--- config.mk ---
export PLATFORM = sky130hd
export DESIGN_NAME = eth_ipv4_tcp_segment_extractor
export DESIGN_NICKNAME = d
export VERILOG_FILES = /design/src/hdl/etse_pkg.sv /design/src/hdl/etse_parse.sv /design/src/hdl/eth_ipv4_tcp_segment_extractor.sv
export SDC_FILE = /design/constraint.sdc
export NUM_CORES = 1
export LEC_CHECK = 0
export BUFFER_PORTS_ARGS = -buffer_cell sky130_fd_sc_hd__buf_2
export CORE_MARGIN = 3
export CORE_UTILIZATION = 50
export CTS_BUF_LIST = sky130_fd_sc_hd__clkbuf_4
export DETAILED_ROUTE_END_ITERATION = 16
export GPL_TIMING_DRIVEN = 0
export PLACE_DENSITY = 0.7
export SLEW_MARGIN = 20
export SYNTH_ARGS = -nofsm -noshare
export SYNTH_HDL_FRONTEND = slang
export SYNTH_SLANG_ARGS = --single-unit
--- constraint.sdc ---
create_clock -name clk -period 6.8 [get_ports clk]
set_input_delay 1.36 -clock clk [delete_from_list [all_inputs] [get_ports clk]]
set_output_delay 1.36 -clock clk [all_outputs]
set_load 0.03 [all_outputs]
--- src/hdl/etse_pkg.sv ---
// Package for the Ethernet/IPv4/TCP segment extractor.
// Holds the channel payload structs, header offsets, protocol codes and register map.
// No dependencies.
package etse_pkg;

  // Frame sizing default; positions and counts are sized from it.
  localparam int DEFAULT_MAX_FRAME_BYTES = 65535;

  // Protocol codes.
  localparam logic [15:0] ETHERTYPE_IPV4 = 16'h0800;
  localparam logic [7:0]  TCP_PROTO_NUM  = 8'd6;

  // Byte offsets in the frame, in wire order.
  localparam int ETH_HDR_BYTES = 14;
  localparam int POS_ETYPE_HI  = 12;
  localparam int POS_ETYPE_LO  = 13;
  localparam int POS_IHL       = 14;
  localparam int POS_PROTO     = 23;
  localparam int POS_SRC_FIRST = 26;
  localparam int POS_SRC_LAST  = 29;

  // TCP header offsets, relative to the start of the TCP header.
  localparam int TCP_SPORT_END = 2;
  localparam int TCP_DPORT_END = 4;
  localparam int TCP_SEQ_END   = 8;
  localparam int TCP_DOFF_POS  = 12;
  localparam int TCP_MIN_BYTES = 13;

  // Smallest legal IHL and data offset, in 32-bit words.
  localparam logic [3:0] MIN_HDR_WORDS = 4'd5;

  // Frame kind codes.
  localparam logic [1:0] KIND_NOT_IPV4  = 2'd0;
  localparam logic [1:0] KIND_IPV4_ONLY = 2'd1;
  localparam logic [1:0] KIND_TCP       = 2'd2;
  localparam logic [1:0] KIND_MALFORMED = 2'd3;

  // Register map: word index in the configuration space.
  localparam int          CFG_ADDR_W       = 3;
  localparam logic [0:0]  REG_SERVER_ADDR  = 1'b0;

  typedef struct packed {
    logic [7:0] frame_byte;
    logic       frame_last;
  } etse_in_t;

  typedef struct packed {
    logic        payload_valid;
    logic [7:0]  payload_byte;
    logic        frame_done;
    logic [1:0]  frame_kind;
    logic        from_server;
    logic [31:0] seq_number;
    logic [15:0] client_port;
    logic [15:0] payload_len;
  } etse_out_t;

endpackage

--- src/hdl/etse_parse.sv ---
// Header parser for the segment extractor: per-frame state and the per-byte result logic.
// Depends on etse_pkg.
module etse_parse
  import etse_pkg::*;
#(
  parameter int MAX_FRAME_BYTES = DEFAULT_MAX_FRAME_BYTES
) (
  input  logic        clk,
  input  logic        rst_n,
  input  logic        step,
  input  etse_in_t    frame_in,
  input  logic [31:0] server_address,
  output etse_out_t   result,
  output logic        result_valid
);

  localparam int POS_W = $clog2(MAX_FRAME_BYTES + 1);

  logic [POS_W-1:0] pos_r, pos_nxt;
  logic [15:0]      ether_r, ether_nxt;
  logic [3:0]       ihl_r, ihl_nxt;
  logic             tcp_r, tcp_nxt;
  logic             match_r, match_nxt;
  logic [3:0]       doff_r, doff_nxt;
  logic [31:0]      seq_r, seq_nxt;
  logic [15:0]      sport_r, sport_nxt;
  logic [15:0]      dport_r, dport_nxt;
  logic [POS_W-1:0] pcount_r, pcount_nxt;

  logic [7:0]       b;
  logic             in_range;
  logic [7:0]       want;
  logic [6:0]       tcp_start;
  logic [POS_W-1:0] rel;
  logic             in_tcp;
  logic             pay_valid;
  logic [15:0]      len;
  logic [7:0]       tcp_start_n;
  logic [7:0]       tcp_min_end;
  logic [7:0]       tcp_hdr_end;
  logic             srv;
  logic [1:0]       kind;

  assign b = frame_in.frame_byte;

  // Byte-by-byte header capture and payload detection.
  always_comb begin
    pos_nxt    = pos_r;
    ether_nxt  = ether_r;
    ihl_nxt    = ihl_r;
    tcp_nxt    = tcp_r;
    match_nxt  = match_r;
    doff_nxt   = doff_r;
    seq_nxt    = seq_r;
    sport_nxt  = sport_r;
    dport_nxt  = dport_r;
    pcount_nxt = pcount_r;
    pay_valid  = 1'b0;

    in_range  = pos_r < POS_W'(MAX_FRAME_BYTES);
    tcp_start = 7'(ETH_HDR_BYTES) + {1'b0, ihl_r, 2'b00};
    rel       = pos_r - POS_W'(tcp_start);
    in_tcp    = (ihl_r >= MIN_HDR_WORDS) && (pos_r >= POS_W'(tcp_start));

    case (pos_r)
      POS_W'(POS_SRC_FIRST):     want = server_address[31:24];
      POS_W'(POS_SRC_FIRST + 1): want = server_address[23:16];
      POS_W'(POS_SRC_FIRST + 2): want = server_address[15:8];
      default:                   want = server_address[7:0];
    endcase

    if (in_range) begin
      pos_nxt = pos_r + POS_W'(1);
      if (pos_r == POS_W'(POS_ETYPE_HI)) begin
        ether_nxt = {b, 8'h00};
      end else if (pos_r == POS_W'(POS_ETYPE_LO)) begin
        ether_nxt = ether_r | {8'h00, b};
      end else if (pos_r == POS_W'(POS_IHL)) begin
        ihl_nxt = b[3:0];
      end else if (pos_r == POS_W'(POS_PROTO)) begin
        tcp_nxt = (b == TCP_PROTO_NUM);
      end else if (pos_r == POS_W'(POS_SRC_FIRST)) begin
        match_nxt = (b == want);
      end else if (pos_r > POS_W'(POS_SRC_FIRST) && pos_r <= POS_W'(POS_SRC_LAST)) begin
        match_nxt = match_r && (b == want);
      end

      if (in_tcp) begin
        if (rel < POS_W'(TCP_SPORT_END)) begin
          sport_nxt = {sport_r[7:0], b};
        end else if (rel < POS_W'(TCP_DPORT_END)) begin
          dport_nxt = {dport_r[7:0], b};
        end else if (rel < POS_W'(TCP_SEQ_END)) begin
          seq_nxt = {seq_r[23:0], b};
        end else if (rel == POS_W'(TCP_DOFF_POS)) begin
          doff_nxt = b[7:4];
        end
        // Payload starts after the full TCP header, options included.
        pay_valid = (ether_r == ETHERTYPE_IPV4) && tcp_r && (doff_r >= MIN_HDR_WORDS)
                    && (rel >= POS_W'(TCP_MIN_BYTES))
                    && (rel >= POS_W'({doff_r, 2'b00}));
        if (pay_valid) begin
          pcount_nxt = pcount_r + POS_W'(1);
        end
      end
    end
  end

  // Frame summary, taken from the state as it stands after this byte.
  always_comb begin
    len         = 16'(pos_nxt);
    tcp_start_n = 8'(ETH_HDR_BYTES) + {2'b00, ihl_nxt, 2'b00};
    tcp_min_end = tcp_start_n + 8'(TCP_MIN_BYTES);
    tcp_hdr_end = tcp_start_n + {2'b00, doff_nxt, 2'b00};
    srv         = (ether_nxt == ETHERTYPE_IPV4) && (len >= 16'(POS_SRC_LAST + 1)) && match_nxt;

    if (len < 16'(ETH_HDR_BYTES)) begin
      kind = KIND_MALFORMED;
    end else if (ether_nxt != ETHERTYPE_IPV4) begin
      kind = KIND_NOT_IPV4;
    end else if (len < 16'(ETH_HDR_BYTES + 1) || ihl_nxt < MIN_HDR_WORDS) begin
      kind = KIND_MALFORMED;
    end else if (len < 16'(tcp_start_n)) begin
      kind = KIND_MALFORMED;
    end else if (!tcp_nxt) begin
      kind = KIND_IPV4_ONLY;
    end else if (len < 16'(tcp_min_end) || doff_nxt < MIN_HDR_WORDS) begin
      kind = KIND_MALFORMED;
    end else if (len < 16'(tcp_hdr_end)) begin
      kind = KIND_MALFORMED;
    end else begin
      kind = KIND_TCP;
    end

    result               = '0;
    result.payload_valid = pay_valid;
    result.payload_byte  = pay_valid ? b : 8'h00;
    if (frame_in.frame_last) begin
      result.frame_done  = 1'b1;
      result.frame_kind  = kind;
      result.from_server = srv;
      if (kind == KIND_TCP) begin
        result.seq_number  = seq_nxt;
        result.client_port = srv ? dport_nxt : sport_nxt;
        result.payload_len = 16'(pcount_nxt);
      end
    end
    result_valid = pay_valid || frame_in.frame_last;
  end

  // All per-frame state clears after the last byte of each frame.
  always_ff @(posedge clk) begin
    if (!rst_n) begin
      pos_r    <= '0;
      ether_r  <= '0;
      ihl_r    <= '0;
      tcp_r    <= 1'b0;
      match_r  <= 1'b0;
      doff_r   <= '0;
      seq_r    <= '0;
      sport_r  <= '0;
      dport_r  <= '0;
      pcount_r <= '0;
    end else if (step) begin
      if (frame_in.frame_last) begin
        pos_r    <= '0;
        ether_r  <= '0;
        ihl_r    <= '0;
        tcp_r    <= 1'b0;
        match_r  <= 1'b0;
        doff_r   <= '0;
        seq_r    <= '0;
        sport_r  <= '0;
        dport_r  <= '0;
        pcount_r <= '0;
      end else begin
        pos_r    <= pos_nxt;
        ether_r  <= ether_nxt;
        ihl_r    <= ihl_nxt;
        tcp_r    <= tcp_nxt;
        match_r  <= match_nxt;
        doff_r   <= doff_nxt;
        seq_r    <= seq_nxt;
        sport_r  <= sport_nxt;
        dport_r  <= dport_nxt;
        pcount_r <= pcount_nxt;
      end
    end
  end

endmodule

--- src/hdl/eth_ipv4_tcp_segment_extractor.sv ---
// Top level of the Ethernet/IPv4/TCP segment extractor: channels, input and result registers,
// configuration register. Depends on etse_pkg and etse_parse.
//
//   Channel  Direction  Handshake             Carries
//   in_      sink       in_valid / in_ready   one frame byte and its last-byte flag
//   out_     source     out_valid / out_ready payload byte and/or end-of-frame summary
//   cfg_     APB slave  psel/penable/pready   server_address at byte address 0
//
// The block takes one frame byte per cycle while the output does not stall. A byte is held
// in the input register, the parser decides on it and updates its per-frame state, and any
// result is then registered in the result register, from which it is offered on the output.
// Bytes that cause no result (headers) simply drop out without using the output.
// Reset clears all frame state and sets server_address to zero. When out_ready is low
// with a result waiting, the input register holds and, if it holds a byte, in_ready falls,
// so the stall reaches the input in the same cycle; nothing is dropped or repeated.
module eth_ipv4_tcp_segment_extractor
  import etse_pkg::*;
#(
  parameter int MAX_FRAME_BYTES = DEFAULT_MAX_FRAME_BYTES
) (
  input  logic                  clk,
  input  logic                  rst_n,
  // Frame byte channel.
  input  logic                  in_valid,
  output logic                  in_ready,
  input  etse_in_t              in_data,
  // Result channel.
  output logic                  out_valid,
  input  logic                  out_ready,
  output etse_out_t             out_data,
  // Configuration port.
  input  logic                  psel,
  input  logic                  penable,
  input  logic                  pwrite,
  input  logic [CFG_ADDR_W-1:0] paddr,
  input  logic [31:0]           pwdata,
  output logic [31:0]           prdata,
  output logic                  pready
);

  logic        s1_valid_r;
  etse_in_t    s1_data_r;
  logic        s1_move;
  logic        out_valid_r;
  etse_out_t   out_data_r;
  logic [31:0] server_addr_r;
  logic        cfg_write;
  logic        cfg_sel_server;
  etse_out_t   parse_result;
  logic        parse_result_valid;

  // The input register advances whenever the result register can take its outcome,
  // either because it is empty or because its transfer completes this cycle.
  assign s1_move  = s1_valid_r && (!out_valid_r || out_ready);
  assign in_ready = !s1_valid_r || s1_move;

  always_ff @(posedge clk) begin
    if (!rst_n) begin
      s1_valid_r <= 1'b0;
    end else if (in_ready) begin
      s1_valid_r <= in_valid;
    end
  end

  always_ff @(posedge clk) begin
    if (in_ready && in_valid) begin
      s1_data_r <= in_data;
    end
  end

  etse_parse #(
    .MAX_FRAME_BYTES(MAX_FRAME_BYTES)
  ) u_parse (
    .clk            (clk),
    .rst_n          (rst_n),
    .step           (s1_move),
    .frame_in       (s1_data_r),
    .server_address (server_addr_r),
    .result         (parse_result),
    .result_valid   (parse_result_valid)
  );

  // Result register.
  always_ff @(posedge clk) begin
    if (!rst_n) begin
      out_valid_r <= 1'b0;
    end else if (s1_move) begin
      out_valid_r <= parse_result_valid;
    end else if (out_ready) begin
      out_valid_r <= 1'b0;
    end
  end

  always_ff @(posedge clk) begin
    if (s1_move && parse_result_valid) begin
      out_data_r <= parse_result;
    end
  end

  assign out_valid = out_valid_r;
  assign out_data  = out_data_r;

  // Configuration register; one word, selected by the word index of paddr.
  assign pready         = 1'b1;
  assign cfg_sel_server = (paddr[CFG_ADDR_W-1:2] == REG_SERVER_ADDR);
  assign cfg_write      = psel && penable && pwrite && cfg_sel_server;

  always_ff @(posedge clk) begin
    if (!rst_n) begin
      server_addr_r <= '0;
    end else if (cfg_write) begin
      server_addr_r <= pwdata;
    end
  end

  always_comb begin
    prdata = cfg_sel_server ? server_addr_r : 32'h0000_0000;
  end

endmodule
# Word-level counts from Yosys, hierarchy flattened
# Cells that the tools add are included.
# word_totals
latch_bits	0
ff_bits	242
romBits	0
mem_bits_rw	0
mem_count	0
output_inout_bits	112
elab_cells	156
# classes
addsub	7
bitwise_logic	2
div_mod_pow	0
n_eq_ne	14
shifts	0
n_mux	67
order_cmp	19
n_reduce_logical	24
multipliers	0
# op_table
operator	n
2-to-1 mux 16 bit	20
2-to-1 mux 32 bit	7
2-to-1 mux 68 bit	1
== test 16 x 4 -> 1 bit (second input constant)	4
== test 16 x 5 -> 1 bit (second input constant)	4
2-to-1 mux 64 bit	1
< comparator 16 x 4 -> 1 bit (second input constant)	3
< comparator 16 x 8 -> 1 bit	3
2-to-1 mux 4 bit	12
adder 16 x 1 -> 16 bit (second input constant)	2
== test 16 x 12 -> 1 bit (second input constant)	2
case mux 8 bit (3 select lines)	1
2-to-1 mux 1 bit	19
greater-or-equal comparator 16 x 4 -> 1 bit (second input constant)	1
greater-or-equal comparator 16 x 5 -> 1 bit (second input constant)	1
greater-or-equal comparator 16 x 6 -> 1 bit	1
greater-or-equal comparator 16 x 7 -> 1 bit	1
> comparator 16 x 5 -> 1 bit (second input constant)	1
<= comparator 16 x 5 -> 1 bit (second input constant)	1
< comparator 16 bit (second input constant)	1
< comparator 16 x 2 -> 1 bit (second input constant)	1
< comparator 16 x 3 -> 1 bit (second input constant)	1
!= test 16 x 12 -> 1 bit (second input constant)	1
OR 16 x 8 -> 16 bit	1
16 further kinds	43

# Logic depth before layout (Yosys ltp)
# logic_depth
ltp_word	21
depth_mapped	30
mapped_depth_nobuf	27

# Cells and area by module
# Synthesis repeated with hierarchy kept, for this count alone.
# hier_totals
hier_cells	1424
area_unflattened_um2	13261.5
# modules_own_cells
mod	instances	cells_per_inst	area_each_um2
etse_parse	1	1150	9044.9
eth_ipv4_tcp_segment_extractor	1	274	4216.5

# Worst setup path after synthesis
# Ideal clock, no wire load.
# synth_timing
kind	register to register
from	register u_parse.ihl_r[0]
to	register out_data_r, in the netlist out_data[19] (data pin)
t_arrival_ps	5626
t_required_ps	6526
stages_incl_launch_ff	31
path_slack_ps	901
setup_time_ps	274
period_less_slack_ps	5899
cell_sequence	dfxtp_1 > inv_1 > ha_1 > or2_2 > ha_1 > nand3_1 > o22a_1 > nor3b_1 > mux2i_1 > or2_1 > clkbuf_1 > or4b_1 > buf_4 > mux2_2 > ha_1 > inv_1 > fa_1 > inv_1 > a21o_1 > a21oi_1 > xor2_1 > ha_1 > a21o_1 > a21o_1 > nor3_1 > a21oi_1 > a21oi_1 > a211oi_2 > nand4_4 > buf_6 > a211oi_2
# synth_between
elab_chain_cells	20
elab_cells_between_ends	46
# synth_rtl
element	line_no	rtl
from (decl)	etse_parse.sv:21	logic [3:0] ihl_r, ihl_nxt;
from (signal assigned)	etse_parse.sv:179	ihl_r <= ihl_nxt;
branches (longest 20 deep; another with subtractor 16 x 7 -> 16 bit)	--	
to (signal assigned)	eth_ipv4_tcp_segment_extractor.sv:96	out_data_r <= parse_result;
to (decl)	eth_ipv4_tcp_segment_extractor.sv:45	etse_out_t out_data_r;
# Parallel ways; which one is timed is not known.
# A chain may end at the register's enable or synchronous reset.

# Worst setup path in the final report
# layout_timing
from	register u_parse.ihl_r[1]
to	register out_data_r, in the netlist out_data[30] (data pin)
# Same word-level chain as after synthesis.

==> reports/qor.yml <==
grt:
  grt_pass1_vias: 11904
  met2_usage_pct: 42.0
  antenna_found_initial: 4
  use_met1_pct: 35.2
  gr-usage-all-layers_pct: 26.2
  gr-usage-met3_pct: 5.20
  grt-busiest-layer: "met2"
  grt-ovfl-total: 0
  grt_pass1_wl_um: 64200
  grt_max_degree: 64
clocking:
  htree_num_levels: 3
  cts_tree: "done"
  clock-sinks: 242
  cts_root_buf: "clkbuf_4"
  insertion_delay_ps: 710
  cts_buffers: 66
  clockBufferDepth: 3
  path_clk_slew_ps: 60
sta:
  period_share_pct: 96.1
  max_clock_freq_mhz: 153
  finalMaxSlewViolations: 0
  worst_pin_slew_ps: 1150
  max-slew-margin-rel_pct: 22.4
  clock-skew-final_ps: 69.7
  hold_viol: 0
  final-setup-viol-count: 0
  finalCriticalPeriod_ps: 6540
worst_hold_path:
  hold_path_end: "server_addr_r[28]"
  min_path_type: "reg2reg"
  hp-start: "server_addr_r[28]"
  hold_path_depth: 2
detailed_routing:
  wire_per_inst_um: 19.1
  ant_nets: 0
  viasPerCell: 5.80
  drtIter0Drc: 1308
  totalWireLength_um: 41200
  vias: 12485
  drc_errors: 0
  drt-pass1-iter-count: 5
setup_path:
  critPathSlowestCell: "or4b_1"
  critPathKind: "reg2reg"
  r2r-end: "out_data[30]"
  start_kind: "flip-flop"
  max_stage_delay_ps: 520
  crit_path_end_kind: "flip-flop"
  crit_path_start: "u_parse.ihl_r[1]"
  rrSetupSlack_ps: 260
  reg2reg_from: "u_parse.ihl_r[1]"
  path_max_fanout: 10
  cp.required_ps: 7250
  critPathArrivalTime_ps: 6990
  ff2ff_path_depth: 29
floorplanning:
  die_width_um: 174
  die-height_um: 174
  fp.dieArea_um2: 30300
  coreArea_um2: 27300
  start_util_pct: 51.6
  rows: 60
  io_pins: 163
placement:
  post-place-cells: 2035
  dp_hpwl_um: 29600
  gp_congestion: 0.948
  io_buffers: 159
power_and_ir_drop:
  power.total_mw: 2.99
  peakVddDrop_uv: 112
  pwr_density_cell_nw_per_um2: 183
  total_leakage_power_nw: 6.11
logic_synthesis:
  synth_warnings: 0
  synthesis.area_um2: 14100
  seq_area_frac_synth_pct: 40.4
  yosys-top-cells-area: "dfxtp_1, edfxtp_1, nand2_1"
  synth_common_cells: "nand2_1, dfxtp_1, nor2b_1"
  synth_top_area_cell: "dfxtp_1"
  syn-instance-count: 1502
  synth-edff-count: 86
  ys_ff_latch: 242
  ys_types: 96
  ys_async_sr_fraction_pct: 0
  avgSynthCellArea_um2: 9.39
  synth.top_cell.area_share_pct: 22.1
  yosys_most_used_dff: "dfxtp_1"
  yosysMostFrequentCell: "nand2_1"
run_status:
  status: "finished clean"
finish:
  syn_to_final_growth_pct: 15.9
  final_cells: 2153
  fin_nets: 1829
  drive_gt1_share_pct: 25.3
run:
  max_cap_viol_count: 0
-- power breakdown --
part           switching [mW]  internal (mW)  total, mW  leakage, nW
sequential            0.00746           1.50       1.51         2.20
combinational           0.118         0.0482      0.166         3.41
clock                   0.616          0.699       1.31        0.495
total                   0.741           2.25       2.99         6.11
-- worst max-delay path by stage --
stage / to / slack, ps / cells after the start
2_1_floorplan: out_data[19] / 900 / 30
3_3_place_gp: out_data[30] / 30 / 30
3_5_place_dp: out_data[30] / -60 / 30
4_1_cts: out_data[17] / 70 / 30
5_1_grt: out_data[23] / -10 / 30
6_report: out_data[30] / 260 / 29
-- sequential cells by signal, indices dropped and copies added, names as in the netlist --
signal,cells
out_data,77
out_valid,1
s1_data_r,9
s1_valid_r,1
server_addr_r,32
u_parse.doff_r,4
u_parse.dport_r,16
u_parse.ether_r,16
u_parse.ihl_r,4
u_parse.match_r,1
u_parse.pcount_r,16
u_parse.pos_r,16
u_parse.seq_r,32
u_parse.sport_r,16
u_parse.tcp_r,1
-- final cells by class --
| class | instances | area (µm²) |
|---|---|---|
| fillers | 2561 | 11000 |
| multi-input cells | 1101 | 7720 |
| flip-flops and latches | 242 | 5710 |
| repair buffers | 164 | 866 |
| clock buffers | 98 | 736 |
| plain buffers | 121 | 606 |
| well taps | 372 | 465 |
| inverters | 37 | 141 |
| clock inverters | 17 | 108 |
| diodes | 1 | 2.50 |
-- stage by stage --
step	utilization [%]	worst slack [ps]	TNS [ps]	hold WS (ps)	instance area (µm²)
floorplan	-	901	0	437	14100
global placement	56.3	26.4	0	447	15400
detailed placement	56.4	-55.5	-55.5	456	15400
CTS	59.6	73.6	0	465	16300
global route	59.8	-9.64	-24.3	483	16400
finish	59.8	264	0	463	16400
-- critical path: cells and delay by family (launching register included) --
kind | cells | cell delay [ps]
compound gates | 9 | 1660
fa+ha+maj | 5 | 1560
simple gates | 7 | 1500
buf+inv | 5 | 670
flops | 1 | 370
xor+xnor | 2 | 310
mux | 1 | 240
-- metal layers --
layer | wire length [µm] | part of all wire (%)
met2 | 18700 | 45
met5 | 31 | 0.075
met4 | 1300 | 3.2
met1 | 18100 | 44
met3 | 3070 | 7.5
-- placed cells by master, fill, tap and decap left out, drive strengths merged, types with 11 or more instances in the layout --
cell,count
mux2,23
a21boi,60
o21ai,35
xor2,21
a21oi,78
nand4,45
a211oi,19
edfxtp,86
nor4b,13
nand2,189
clkbuf,169
xnor2,16
clkinv,13
nor2,72
nor3,22
nor2b,109
mux2i,24
and4,12
ha,43
and2,18
a22oi,73
dfxtp,156
inv,38
nand3,46
o211ai,11
buf,214
nor3b,18
and3,19
nor4,22
-- what timing repair did --
| action | in CTS | in global routing |
|---|---|---|
| gates cloned | 0 | 0 |
| setup endpoints to repair | 1 | 65 |
| resized for setup | 0 | 14 |
| pin swaps | 1 | 5 |
| hold buffers | 0 | 0 |
| buffers inserted | 2 | 2 |
-- kinds of logic after synthesis --
logic type,synth area share (%)
and+or+nand+nor,26.0
AOI/OAI and AO/OA,18.3
DFF,40.4
buffers and inverters,5.33
muxes,3.54
adders and majority gates,4.10
xor gates and xnor gates,2.35
other,0.0266
(Power assumes the default switching activity.)
